$ cat src/hdl/bpa_pkg.sv
// Types, codes and defaults shared by the page allocator modules.
package bpa_pkg;

    localparam int PAGES_DEF     = 64;
    localparam int PROCESSES_DEF = 256;

    localparam int PID_W   = 8;
    localparam int COUNT_W = 7;
    localparam int START_W = 6;

    typedef enum logic [1:0] {
        FIT_FIRST,
        FIT_NEXT,
        FIT_BEST,
        FIT_WORST
    } fit_mode_t;

    localparam fit_mode_t FIT_MODE_RESET = FIT_WORST;

    typedef enum logic {
        OP_LOAD,
        OP_UNLOAD
    } op_t;

    typedef enum logic [1:0] {
        ST_OK,
        ST_LOADED,
        ST_NO_RUN,
        ST_NOT_LOADED
    } status_t;

    typedef struct packed {
        op_t                op;
        logic [PID_W-1:0]   process_id;
        logic [COUNT_W-1:0] page_count;
    } req_t;

    typedef struct packed {
        status_t            status;
        logic [START_W-1:0] start_page;
    } resp_t;

    typedef enum logic [2:0] {
        S_IDLE,
        S_LOOKUP,
        S_SCAN,
        S_PLACE,
        S_DONE
    } state_t;

    typedef struct packed {
        logic clear;
        logic step;
    } scan_cmd_t;

    typedef struct packed {
        logic req_valid;
        logic unload;
        logic id_ok;
        logic entry_valid;
        logic count_ok;
        logic scan_last;
        logic found;
        logic out_free;
    } ctrl_stat_t;

    typedef struct packed {
        logic      stall;
        logic      capture;
        scan_cmd_t scan;
        logic      load_commit;
        logic      unload_commit;
        logic      res_we;
        status_t   res_status;
        logic      out_push;
    } ctrl_cmd_t;

endpackage

$ cat src/hdl/bpa_ram.sv
// Generic single-write, single-read RAM with registered read data.
module bpa_ram #(
    parameter int WIDTH = 8,
    parameter int DEPTH = 16,
    localparam int AW   = (DEPTH > 1) ? $clog2(DEPTH) : 1
) (
    input  logic             clk,
    input  logic             we,
    input  logic [AW-1:0]    waddr,
    input  logic [WIDTH-1:0] wdata,
    input  logic [AW-1:0]    raddr,
    output logic [WIDTH-1:0] rdata
);

    logic [WIDTH-1:0] mem [DEPTH];
    logic [WIDTH-1:0] rdata_reg;

    always_ff @(posedge clk)
    begin
        if (we)
        begin
            mem[waddr] <= wdata;
        end
        rdata_reg <= mem[raddr];
    end

    assign rdata = rdata_reg;

endmodule

$ cat src/hdl/bpa_scan.sv
// Page scan unit: walks the occupancy map one page a cycle and tracks free runs.
module bpa_scan
    import bpa_pkg::*;
#(
    parameter int PAGES = PAGES_DEF,
    localparam int PG_W  = $clog2(PAGES),
    localparam int CNT_W = $clog2(PAGES + 1)
) (
    input  logic             clk,
    input  logic             rst_n,
    input  scan_cmd_t        cmd,
    input  logic [PAGES-1:0] page_map,
    input  fit_mode_t        mode,
    input  logic [CNT_W-1:0] nf_pos,
    input  logic [CNT_W-1:0] k,
    output logic             last,
    output logic             found,
    output logic [PG_W-1:0]  pos
);

    logic [CNT_W-1:0] idx_reg, idx_next;
    logic [CNT_W-1:0] ca_reg, ca_next;
    logic [CNT_W-1:0] cb_reg, cb_next;
    logic             fa_reg, fa_next;
    logic             fb_reg, fb_next;
    logic [PG_W-1:0]  pa_reg, pa_next;
    logic [PG_W-1:0]  pb_reg, pb_next;
    logic [CNT_W-1:0] best_reg, best_next;

    logic sentinel;
    logic used_b;
    logic used_a;
    logic take_a;
    logic fb_ok;

    assign sentinel = (idx_reg == CNT_W'(PAGES));
    assign last     = sentinel;
    // past the last page counts as used so the final run closes
    assign used_b   = sentinel || page_map[idx_reg[PG_W-1:0]];
    // next fit: pages below the resume point are out of the upper search
    assign used_a   = used_b || ((mode == FIT_NEXT) && (idx_reg < nf_pos));

    assign take_a = !fa_reg
                 || ((mode == FIT_BEST)  && (ca_reg < best_reg))
                 || ((mode == FIT_WORST) && (ca_reg > best_reg));

    always_comb
    begin
        idx_next  = idx_reg;
        ca_next   = ca_reg;
        cb_next   = cb_reg;
        fa_next   = fa_reg;
        fb_next   = fb_reg;
        pa_next   = pa_reg;
        pb_next   = pb_reg;
        best_next = best_reg;
        if (cmd.clear)
        begin
            idx_next = '0;
            ca_next  = '0;
            cb_next  = '0;
            fa_next  = 1'b0;
            fb_next  = 1'b0;
        end
        else if (cmd.step)
        begin
            idx_next = idx_reg + CNT_W'(1);
            if (used_a)
            begin
                if ((ca_reg >= k) && take_a)
                begin
                    fa_next   = 1'b1;
                    pa_next   = PG_W'(idx_reg - ca_reg);
                    best_next = ca_reg;
                end
                ca_next = '0;
            end
            else
            begin
                ca_next = ca_reg + CNT_W'(1);
            end
            if (used_b)
            begin
                if ((cb_reg >= k) && !fb_reg)
                begin
                    fb_next = 1'b1;
                    pb_next = PG_W'(idx_reg - cb_reg);
                end
                cb_next = '0;
            end
            else
            begin
                cb_next = cb_reg + CNT_W'(1);
            end
        end
    end

    // wrapped next-fit run must end at or before the resume point
    assign fb_ok = fb_reg
        && (((CNT_W+1)'(pb_reg) + (CNT_W+1)'(k)) <= (CNT_W+1)'(nf_pos));

    assign found = fa_reg || ((mode == FIT_NEXT) && fb_ok);
    assign pos   = fa_reg ? pa_reg : pb_reg;

    always_ff @(posedge clk or negedge rst_n)
    begin
        if (!rst_n)
        begin
            idx_reg <= '0;
            ca_reg  <= '0;
            cb_reg  <= '0;
            fa_reg  <= 1'b0;
            fb_reg  <= 1'b0;
        end
        else
        begin
            idx_reg <= idx_next;
            ca_reg  <= ca_next;
            cb_reg  <= cb_next;
            fa_reg  <= fa_next;
            fb_reg  <= fb_next;
        end
    end

    always_ff @(posedge clk)
    begin
        pa_reg   <= pa_next;
        pb_reg   <= pb_next;
        best_reg <= best_next;
    end

endmodule

$ cat src/hdl/bpa_ctrl.sv
// Request sequencer: lookup, scan, placement and result hand-off.
module bpa_ctrl
    import bpa_pkg::*;
(
    input  logic       clk,
    input  logic       rst_n,
    input  ctrl_stat_t stat,
    output ctrl_cmd_t  cmd
);

    state_t state_reg, state_next;

    always_comb
    begin
        state_next = state_reg;
        case (state_reg)
            S_IDLE:
            begin
                if (stat.req_valid)
                begin
                    state_next = S_LOOKUP;
                end
            end
            S_LOOKUP:
            begin
                if (!stat.unload && stat.id_ok && !stat.entry_valid && stat.count_ok)
                begin
                    state_next = S_SCAN;
                end
                else
                begin
                    state_next = S_DONE;
                end
            end
            S_SCAN:
            begin
                if (stat.scan_last)
                begin
                    state_next = S_PLACE;
                end
            end
            S_PLACE:
            begin
                state_next = S_DONE;
            end
            S_DONE:
            begin
                if (stat.out_free)
                begin
                    state_next = S_IDLE;
                end
            end
            default:
            begin
                state_next = S_IDLE;
            end
        endcase
    end

    always_comb
    begin
        cmd            = '0;
        cmd.stall      = 1'b1;
        cmd.res_status = ST_OK;
        case (state_reg)
            S_IDLE:
            begin
                cmd.stall   = 1'b0;
                cmd.capture = stat.req_valid;
            end
            S_LOOKUP:
            begin
                cmd.scan.clear = 1'b1;
                if (stat.unload)
                begin
                    cmd.res_we = 1'b1;
                    if (stat.id_ok && stat.entry_valid)
                    begin
                        cmd.unload_commit = 1'b1;
                        cmd.res_status    = ST_OK;
                    end
                    else
                    begin
                        cmd.res_status = ST_NOT_LOADED;
                    end
                end
                else if (!stat.id_ok)
                begin
                    cmd.res_we     = 1'b1;
                    cmd.res_status = ST_NO_RUN;
                end
                else if (stat.entry_valid)
                begin
                    cmd.res_we     = 1'b1;
                    cmd.res_status = ST_LOADED;
                end
                else if (!stat.count_ok)
                begin
                    cmd.res_we     = 1'b1;
                    cmd.res_status = ST_NO_RUN;
                end
            end
            S_SCAN:
            begin
                cmd.scan.step = 1'b1;
            end
            S_PLACE:
            begin
                cmd.res_we = 1'b1;
                if (stat.found)
                begin
                    cmd.load_commit = 1'b1;
                    cmd.res_status  = ST_OK;
                end
                else
                begin
                    cmd.res_status = ST_NO_RUN;
                end
            end
            S_DONE:
            begin
                cmd.out_push = stat.out_free;
            end
            default:
            begin
                cmd.stall = 1'b1;
            end
        endcase
    end

    always_ff @(posedge clk or negedge rst_n)
    begin
        if (!rst_n)
        begin
            state_reg <= S_IDLE;
        end
        else
        begin
            state_reg <= state_next;
        end
    end

endmodule

$ cat src/hdl/bitmap_page_allocator_core.sv
// Top level of the bitmap page allocator: state, process table and result register.
//
//  channel | direction | handshake                      | payload
//  --------+-----------+--------------------------------+---------------------------
//  req     | in        | req_valid / req_stall          | op, process_id, page_count
//  resp    | out       | resp_valid / resp_stall        | status, start_page
//  cfg     | in        | cfg_we (single register)       | cfg_wdata -> fit_mode
//
// A load that reaches the search goes from lookup through PAGES + 1 steps of the page
// scan unit, one page per cycle, then placement and hand-off before the idle state
// takes the next request; every other request goes from lookup straight to hand-off.
// The process table is read through its registered RAM port while the request
// transfers, so that its entry is ready in the lookup state.
// Reset clears the occupancy map, the per-entry valid bits and the resume point and
// sets the mode to worst fit at once; there is no clearing pass.
// A stalled result stays in the output register while the next request is taken;
// hand-off of the following result waits until that register frees.
module bitmap_page_allocator_core
    import bpa_pkg::*;
#(
    parameter int PAGES     = PAGES_DEF,
    parameter int PROCESSES = PROCESSES_DEF
) (
    input  logic       clk,
    input  logic       rst_n,
    input  logic       req_valid,
    output logic       req_stall,
    input  req_t       req,
    output logic       resp_valid,
    input  logic       resp_stall,
    output resp_t      resp,
    input  logic       cfg_we,
    input  logic [1:0] cfg_wdata
);

    localparam int PG_W  = $clog2(PAGES);
    localparam int CNT_W = $clog2(PAGES + 1);
    localparam int IDX_W = (PROCESSES > 1) ? $clog2(PROCESSES) : 1;
    localparam int ENT_W = PG_W + CNT_W;

    ctrl_stat_t stat;
    ctrl_cmd_t  cmd;

    req_t             req_reg, req_next;
    fit_mode_t        fit_mode_reg, fit_mode_next;
    logic [PAGES-1:0] page_map_reg, page_map_next;
    logic [PROCESSES-1:0] valid_reg, valid_next;
    logic [CNT_W-1:0] nf_reg, nf_next;
    resp_t            res_reg, res_next;
    resp_t            resp_reg, resp_next;
    logic             resp_valid_reg, resp_valid_next;

    logic [IDX_W-1:0] id_idx;
    logic [IDX_W-1:0] raddr;
    logic [ENT_W-1:0] ent_rdata;
    logic [ENT_W-1:0] ent_wdata;
    logic [PG_W-1:0]  ent_start;
    logic [CNT_W-1:0] ent_count;
    logic [CNT_W-1:0] k;

    logic             scan_last;
    logic             scan_found;
    logic [PG_W-1:0]  scan_pos;

    logic [PG_W-1:0]  run_start;
    logic [CNT_W-1:0] run_len;
    logic [PAGES-1:0] run_mask;

    // Hold the request for the whole search.
    assign id_idx = IDX_W'(req_reg.process_id);
    assign k      = CNT_W'(req_reg.page_count);

    always_comb
    begin
        req_next = req_reg;
        if (cmd.capture)
        begin
            req_next = req;
        end
    end

    // Status fed to the sequencer.
    always_comb
    begin
        stat.req_valid   = req_valid;
        stat.unload      = (req_reg.op == OP_UNLOAD);
        stat.id_ok       = (int'(req_reg.process_id) < PROCESSES);
        stat.entry_valid = valid_reg[id_idx];
        stat.count_ok    = (req_reg.page_count != '0)
                        && (int'(req_reg.page_count) <= PAGES);
        stat.scan_last   = scan_last;
        stat.found       = scan_found;
        stat.out_free    = !resp_valid_reg || !resp_stall;
    end

    bpa_ctrl u_ctrl (
        .clk   (clk),
        .rst_n (rst_n),
        .stat  (stat),
        .cmd   (cmd)
    );

    // Process table: start page and count per entry, valid bits kept in flops.
    // Read the entry of the incoming request while it transfers.
    assign raddr     = cmd.capture ? IDX_W'(req.process_id) : id_idx;
    assign ent_wdata = {scan_pos, k};
    assign ent_start = ent_rdata[ENT_W-1:CNT_W];
    assign ent_count = ent_rdata[CNT_W-1:0];

    bpa_ram #(
        .WIDTH (ENT_W),
        .DEPTH (PROCESSES)
    ) u_table (
        .clk   (clk),
        .we    (cmd.load_commit),
        .waddr (id_idx),
        .wdata (ent_wdata),
        .raddr (raddr),
        .rdata (ent_rdata)
    );

    bpa_scan #(
        .PAGES (PAGES)
    ) u_scan (
        .clk      (clk),
        .rst_n    (rst_n),
        .cmd      (cmd.scan),
        .page_map (page_map_reg),
        .mode     (fit_mode_reg),
        .nf_pos   (nf_reg),
        .k        (k),
        .last     (scan_last),
        .found    (scan_found),
        .pos      (scan_pos)
    );

    // One run mask serves both placement and release; each page compares on its own.
    assign run_start = cmd.load_commit ? scan_pos : ent_start;
    assign run_len   = cmd.load_commit ? k : ent_count;

    always_comb
    begin
        for (int j = 0; j < PAGES; j++)
        begin
            run_mask[j] = (j >= int'(run_start)) && (j < int'(run_start) + int'(run_len));
        end
    end

    always_comb
    begin
        page_map_next = page_map_reg;
        valid_next    = valid_reg;
        nf_next       = nf_reg;
        if (cmd.load_commit)
        begin
            page_map_next      = page_map_reg | run_mask;
            valid_next[id_idx] = 1'b1;
            // only next fit advances the resume point
            if (fit_mode_reg == FIT_NEXT)
            begin
                nf_next = CNT_W'((CNT_W+1)'(scan_pos) + (CNT_W+1)'(k));
            end
        end
        else if (cmd.unload_commit)
        begin
            page_map_next      = page_map_reg & ~run_mask;
            valid_next[id_idx] = 1'b0;
        end
    end

    always_comb
    begin
        fit_mode_next = fit_mode_reg;
        if (cfg_we)
        begin
            fit_mode_next = fit_mode_t'(cfg_wdata);
        end
    end

    // Result: start page is zero except on a successful load.
    always_comb
    begin
        res_next = res_reg;
        if (cmd.res_we)
        begin
            res_next.status     = cmd.res_status;
            res_next.start_page = cmd.load_commit ? START_W'(scan_pos) : '0;
        end
    end

    // Output register: advance on push, drop valid once the transfer completes.
    always_comb
    begin
        resp_next       = resp_reg;
        resp_valid_next = resp_valid_reg && resp_stall;
        if (cmd.out_push)
        begin
            resp_next       = res_reg;
            resp_valid_next = 1'b1;
        end
    end

    assign req_stall  = cmd.stall;
    assign resp_valid = resp_valid_reg;
    assign resp       = resp_reg;

    always_ff @(posedge clk or negedge rst_n)
    begin
        if (!rst_n)
        begin
            fit_mode_reg   <= FIT_MODE_RESET;
            page_map_reg   <= '0;
            valid_reg      <= '0;
            nf_reg         <= '0;
            resp_valid_reg <= 1'b0;
        end
        else
        begin
            fit_mode_reg   <= fit_mode_next;
            page_map_reg   <= page_map_next;
            valid_reg      <= valid_next;
            nf_reg         <= nf_next;
            resp_valid_reg <= resp_valid_next;
        end
    end

    always_ff @(posedge clk)
    begin
        req_reg  <= req_next;
        res_reg  <= res_next;
        resp_reg <= resp_next;
    end

endmodule

$ cat config.mk
export PLATFORM = sky130hd
export DESIGN_NAME = bitmap_page_allocator_core
export DESIGN_NICKNAME = d
export VERILOG_FILES = /design/src/hdl/bpa_pkg.sv /design/src/hdl/bpa_ram.sv /design/src/hdl/bpa_scan.sv /design/src/hdl/bpa_ctrl.sv /design/src/hdl/bitmap_page_allocator_core.sv
export SDC_FILE = /design/constraint.sdc
export NUM_CORES = 2
export LEC_CHECK = 0
export BUFFER_PORTS_ARGS = -buffer_cell sky130_fd_sc_hd__buf_2
export CAP_MARGIN = 10
export CELL_PAD_IN_SITES_DETAIL_PLACEMENT = 0
export CELL_PAD_IN_SITES_GLOBAL_PLACEMENT = 2
export CORE_ASPECT_RATIO = 1.1
export CORE_MARGIN = 5
export CORE_UTILIZATION = 25
export CTS_CLUSTER_SIZE = 10
export DETAILED_ROUTE_END_ITERATION = 6
export PLACE_DENSITY_LB_ADDON = 0.1
export SETUP_SLACK_MARGIN = 0.05
export SYNTH_ARGS = -nofsm -noshare
export SYNTH_HDL_FRONTEND = slang
export SYNTH_SLANG_ARGS = --single-unit
$ cat constraint.sdc
create_clock -name clk -period 13.7 [get_ports clk]
set_input_delay 2.74 -clock clk [delete_from_list [all_inputs] [get_ports clk]]
set_output_delay 2.74 -clock clk [all_outputs]
set_load 0.1 [all_outputs]
# [Word level (Yosys, flattened, before mapping)]
# Memory sizes are Yosys's and may differ from the RTL's. A register that Yosys moved wholly into a read port is not among the register bits.
# Index checks and enable logic that the tools add are counted.
[word_totals] reg_bits=407 ram_bits=3328 inputBits=23 output_inout_bits=10 wordCells=340 memories=1
[mem_list] memory="u_table.mem" depth=256 word_bits=13 read_ports=1 rd_clocked_by_memory_dff=1 wr=1 line_no="bpa_ram.sv:15" source="logic [WIDTH-1:0] mem [DEPTH];"
[classes] add_sub_neg=8 magnitude_cmp=137 eq_ne=11 n_mux=54 bitwise=7 reduce_logical=101
[op_table] op="$lt A7 B32 Y1 const A" n=31
[op_table] op="$lt A6 B32 Y1 const A" n=16
[op_table] op="$mux W256" n=2
[op_table] op="$and A256 B256 Y256" n=1
[op_table] op="$lt A5 B32 Y1 const A" n=8
[op_table] op="$not A256 Y256" n=1
[op_table] op="$or A256 B256 Y256" n=1
[op_table] op="$ge A6 B6 Y1 const A" n=31
[op_table] op="$lt A4 B32 Y1 const A" n=4
[op_table] op="$mux W64" n=2
[op_table] op="$ge A5 B6 Y1 const A" n=16
[op_table] op="$logic_and A1 B1 Y1" n=75
[op_table] op="$and A64 B64 Y64" n=1
[op_table] op="$lt A3 B32 Y1 const A" n=2
[op_table] op="$not A64 Y64" n=1
[op_table] op="$or A64 B64 Y64" n=1
[op_table] op="$mux W7" n=9
[op_table] op="$ge A4 B6 Y1 const A" n=8
[op_table] op="$lt A1 B32 Y1 const A" n=1
[op_table] op="$lt A2 B32 Y1 const A" n=1
[op_table] op="$ge A3 B6 Y1 const A" n=4
[op_table] op="$mux W1" n=24
[op_table] op="$add A7 B1 Y7 const B" n=3
[op_table] op="$mux W3" n=7
[op_table] op="other kinds (39)" n=68

# [Depth between registers and ports, before layout]
[logic_depth] word_depth=15 depth_mapped=30

# [Cells and area by module]
# Synthesis repeated with hierarchy kept, for this count alone.
[unflattened] hier_cells=7770 area_unflattened_um2=151415.2
[by_module_without_submodules] module="bpa_ram" n_inst=1 cells_each=5729 area_per_inst_um2=128384.4
[by_module_without_submodules] module="bitmap_page_allocator_core" n_inst=1 cells_each=1633 area_per_inst_um2=18883.1
[by_module_without_submodules] module="bpa_scan" n_inst=1 cells_each=378 area_per_inst_um2=3887.5
[by_module_without_submodules] module="bpa_ctrl" n_inst=1 cells_each=30 area_per_inst_um2=260.2

# [Worst setup path after synthesis]
# No wires, ideal clock.
[synth_timing] kind="register to register" from="reg req_reg (netlist bit k[1])" to="reg (tool-made name)" setup_ns=0.128 t_arrival_ns=9.621 path_slack_ns=3.951 stages_incl_launch_ff=29 synth_period_minus_slack_ns=9.749 path_cell_list="edfxtp_1 inv_1 fa_1 inv_1 a21o_1 a21oi_1 o21bai_1 a21oi_1 xnor2_1 ha_1 nand3_1 or2_2 a311oi_2 or4_4 buf_6 clkbuf_1 clkbuf_1 o21ai_0 ha_1 nand4_1 o41ai_1 a41oi_2 nor4b_1 a211oi_4 o21ai_1 buf_2 buf_6 o21ai_1 mux2_1"
[synth_lines] element="start: declaration" line_no="bitmap_page_allocator_core.sv:44" source="req_t req_reg, req_next;"
[synth_lines] element="start signal: assignment" line_no="bitmap_page_allocator_core.sv:229" source="req_reg <= req_next;"

# [Final worst setup path]
[layout_timing] from="in req_valid" to="reg u_table.rdata_reg[0] (netlist: u_table.rdata[0]) (read register of u_table.mem)"
[layout_between] elab_chain_len=2
[layout_rtl] element="start: declaration" line_no="bitmap_page_allocator_core.sv:26" source="input logic req_valid,"
[layout_rtl] element="$mux W1" line_no="bpa_ctrl.sv:65" source="case (state_reg)"
[layout_rtl] element="$mux W8" line_no="bitmap_page_allocator_core.sv:105" source="assign raddr = cmd.capture ? IDX_W'(req.process_id) : id_idx;"
[layout_rtl] element="end: declaration" line_no="bpa_ram.sv:16" source="logic [WIDTH-1:0] rdata_reg;"
# No other way between the ends.
# A chain may end at the register's enable or synchronous reset.

==> summary.md <==
| Metric | Value |
|---|---|
| Layout cells sized above 1 | `24.71%` |
| Endpoints failing setup | `0` |
| Clk Latency, worst-skew pair | `1.03 ns` |
| Critical path arrival | `9.11 ns` |
| Vias per cell | `4.681` |
| Final WL | `516.2 mm` |
| Clock power share | `33.9%` |
| Filler-free cell count of the finished design | `16550` |
| DRT Pass-1 Iters | `5` |
| Crit path largest cell delay | `1.01 ns` |
| Area grow syn2layout | `16.75%` |
| Clk sinks | `3748` |
| Status | `complete, no violations` |
| Routed wire length per instance | `31.19 um` |
| Total CTS buffers | `448` |
| Port-buffer cells | `32` |
| Hold Crit Class | `reg -> reg` |
| Core Region | `597700 sq um` |
| Initial core utilization | `25.05%` |
| Largest net degree at the start of global routing | `157` |
| Logic pwr share | `26.3%` |
| Pins Over Slew Limit | `0` |
| Root Driver | `clkbuf_16` |
| Post-CTS Resized | `0` |
| Final min period | `8.259 ns` |
| DP HPWL | `315.0 mm` |
| Leading area contributor after synthesis | `edfxtp_1` |
| RSZ-0062 raised after global routing | `no` |
| Post-synthesis cell count | `7950` |
| CTS tree | `done` |
| GRT Residual Overflow | `0` |
| Top FF cell, synth | `edfxtp_1` |
| Yosys cell types | `78` |
| #FFs+latches synth | `3748` |
| Worst-path clk slew | `0.06 ns` |
| Fmax | `121.1 MHz` |
| Switching Power | `10.50 mW` |
| Detail Route Antenna Nets | `0` |
| Vias | `77490` |
| Final Cell Area | `174800 sq um` |
| Die height | `821.6 um` |
| Cell Area, Synth | `149700 sq um` |
| XOR/XNOR Fraction of Synth Area | `0.2156%` |
| WHS | `0.4237 ns` |
| Final clock skew | `0.09557 ns` |
| Delay-heaviest family, CP | `simple AND/OR/NAND/NOR gates` |
| Max IR drop VDD | `0.1291 mV` |
| Max Cap Violations | `0` |
| Initial DRC Count | `6683` |
| Vias in the first global route | `81530` |
| # nets final | `8397` |
| Internal power | `21.92 mW` |
| # DRC | `0` |
| Die extent in x | `747.8 um` |
| Slew headroom | `9.545%` |
| Largest family of logic cells by synthesized area | `multiplexers` |
| Top cell type's share of synthesized area | `67.78%` |
| Mapped Nets | `8046` |
| Mux contribution to synthesized area | `15.97%` |
| I/O pin total | `33` |
| PwrDens | `185.5 nW/um^2` |
| Synth Area in Simple Gates | `3.662%` |
| Critical Path Fanout Max | `65` |
| Postcts setup bufs | `0` |
| Slowest CP cell | `nor4_1` |
| Commonest cells in the synthesized netlist | `edfxtp_1 (3379), mux4_2 (931), o21ai_0 (610)` |
| Compound-cell area share of the yosys netlist | `3.918%` |
| Post-CTS Hold Fix Bufs | `0` |
| First-pass GRT wire length | `710.1 mm` |
| Total GRT Usage | `16.44%` |
| CTS HTree Levels | `5` |
| Rows | `298` |
| Pleak | `56.44 nW` |
| EDFF count, synth | `3379` |
| Placed Area | `161600 sq um` |
| Slew @ Worst Pin | `1.357 ns` |
| Post-Synth Adder-Cell Area | `0.6352%` |
| CP Buf/Inv Count | `5` |
| DIE AREA | `614400 sq um` |
| Synth Warn # | `0` |
| Cell with the most instances after synthesis | `edfxtp_1` |
| Final Hold Fails | `0` |
| Ys async rst share | `9.498%` |
| Area contributors post-synth | `edfxtp_1 (68%), mux4_2 (14%), dfrtp_1 (5.9%)` |
| Largest register FFs | `3328` |
| Synth Area per Inst | `18.83 sq um` |
| Clock Tree Buf Depth | `4` |
| Initial antenna violation count | `47` |
| Net Sw Frac | `32.39%` |
| Crit Path Class | `in -> reg` |
| Period utilization | `60.28%` |
| Crit end category | `register` |
| Setup TNS | `0 ns` |
| Worst path required time | `14.56 ns` |
| Register area share after synthesis | `73.91%` |
| Placer Congestion | `0.7586` |
| CP Cell Sequence | `buf_2, nor4b_4, buf_4, buf_4, mux2i_4, buf_12, buf_12, mux4_2, mux2i_1, o22ai_1, nor4_1, and3_1, nand4_1` |
| Critical Path Source Type | `input port` |
| Sequential power share | `39.9%` |
| Post-Place Cells | `15800` |
cell usage in the layout (no fill, tap or decap), types with 79 or more instances in the layout:
| cell | instances |
|---|---|
| mux4_2 | 931 |
| clkbuf_1 | 174 |
| nor2_2 | 83 |
| mux2i_1 | 207 |
| clkbuf_16 | 450 |
| o21ai_0 | 606 |
| o22ai_1 | 107 |
| nor2_1 | 256 |
| dfrtp_1 | 354 |
| nand3_1 | 108 |
| and3_1 | 79 |
| edfxtp_1 | 3379 |
| buf_4 | 372 |
| nand2_1 | 546 |
power groups by stage:
stage	Combinational, mW	Sequential [mW]	Clock [mW]
floorplan	4.94	13.4	0
global placement	8.87	13.2	0
detailed placement	8.85	13.2	0
CTS	8.87	12.9	11.4
global route	9.14	12.9	11.8
finish	8.51	12.9	11.0
layer usage:
metal | track usage, % | share of wire, % | wire (um)
met5 | 0 | 0 | 0
met4 | 3.676 | 2.4 | 12140
met3 | 1.920 | 3.7 | 19040
met2 | 28.68 | 51 | 261100
met1 | 21.90 | 43 | 223900
stage by stage:
stage	worst slack, ns	power, mW	util (%)
floorplan	3.951	18.31	-
global placement	4.079	22.05	27.03
detailed placement	4.204	22.03	27.03
CTS	5.323	33.19	29.23
global route	5.118	33.91	29.23
finish	5.441	32.42	29.24
kinds of logic after synthesis:
| group | Yosys count |
|---|---|
| DFF | 3748 |
| AOI/OAI and AO/OA | 1019 |
| adders and majority gates | 73 |
| buffers and inverters | 597 |
| and+or+nand+nor | 1262 |
| muxes | 1215 |
| xor gates and xnor gates | 36 |
area by class of cell:
| class | instances | area, sq um |
|---|---|---|
| antenna | 18 | 45.04 |
| clock buffer | 647 | 12230 |
| clock inverter | 87 | 928.4 |
| fill | 58670 | 422900 |
| inverter | 67 | 289.0 |
| multi-input combinational | 3605 | 37190 |
| sequential | 3748 | 110600 |
| tap | 7950 | 9947 |
| timing repair buffer | 431 | 3486 |
path summary, 6_finish.rpt:
check / from / endpoint / slack, ns / cells after the start
worst max-delay path: req_valid / u_table.rdata[0] / 5.44 / 13
worst min-delay path: res_reg[6] / resp[6] / 0.42 / 0
worst max register to register: k[0] / register / 5.79 / 25
worst min register to register: res_reg[6] / resp[6] / 0.42 / 0
max in group asynchronous: rst_n / asynchronous set/reset pin / 10.45 / 2
min in group asynchronous: rst_n / u_scan.ca_reg[1] / 1.70 / 1
No activity file was read; power rests on OpenSTA's default activity.
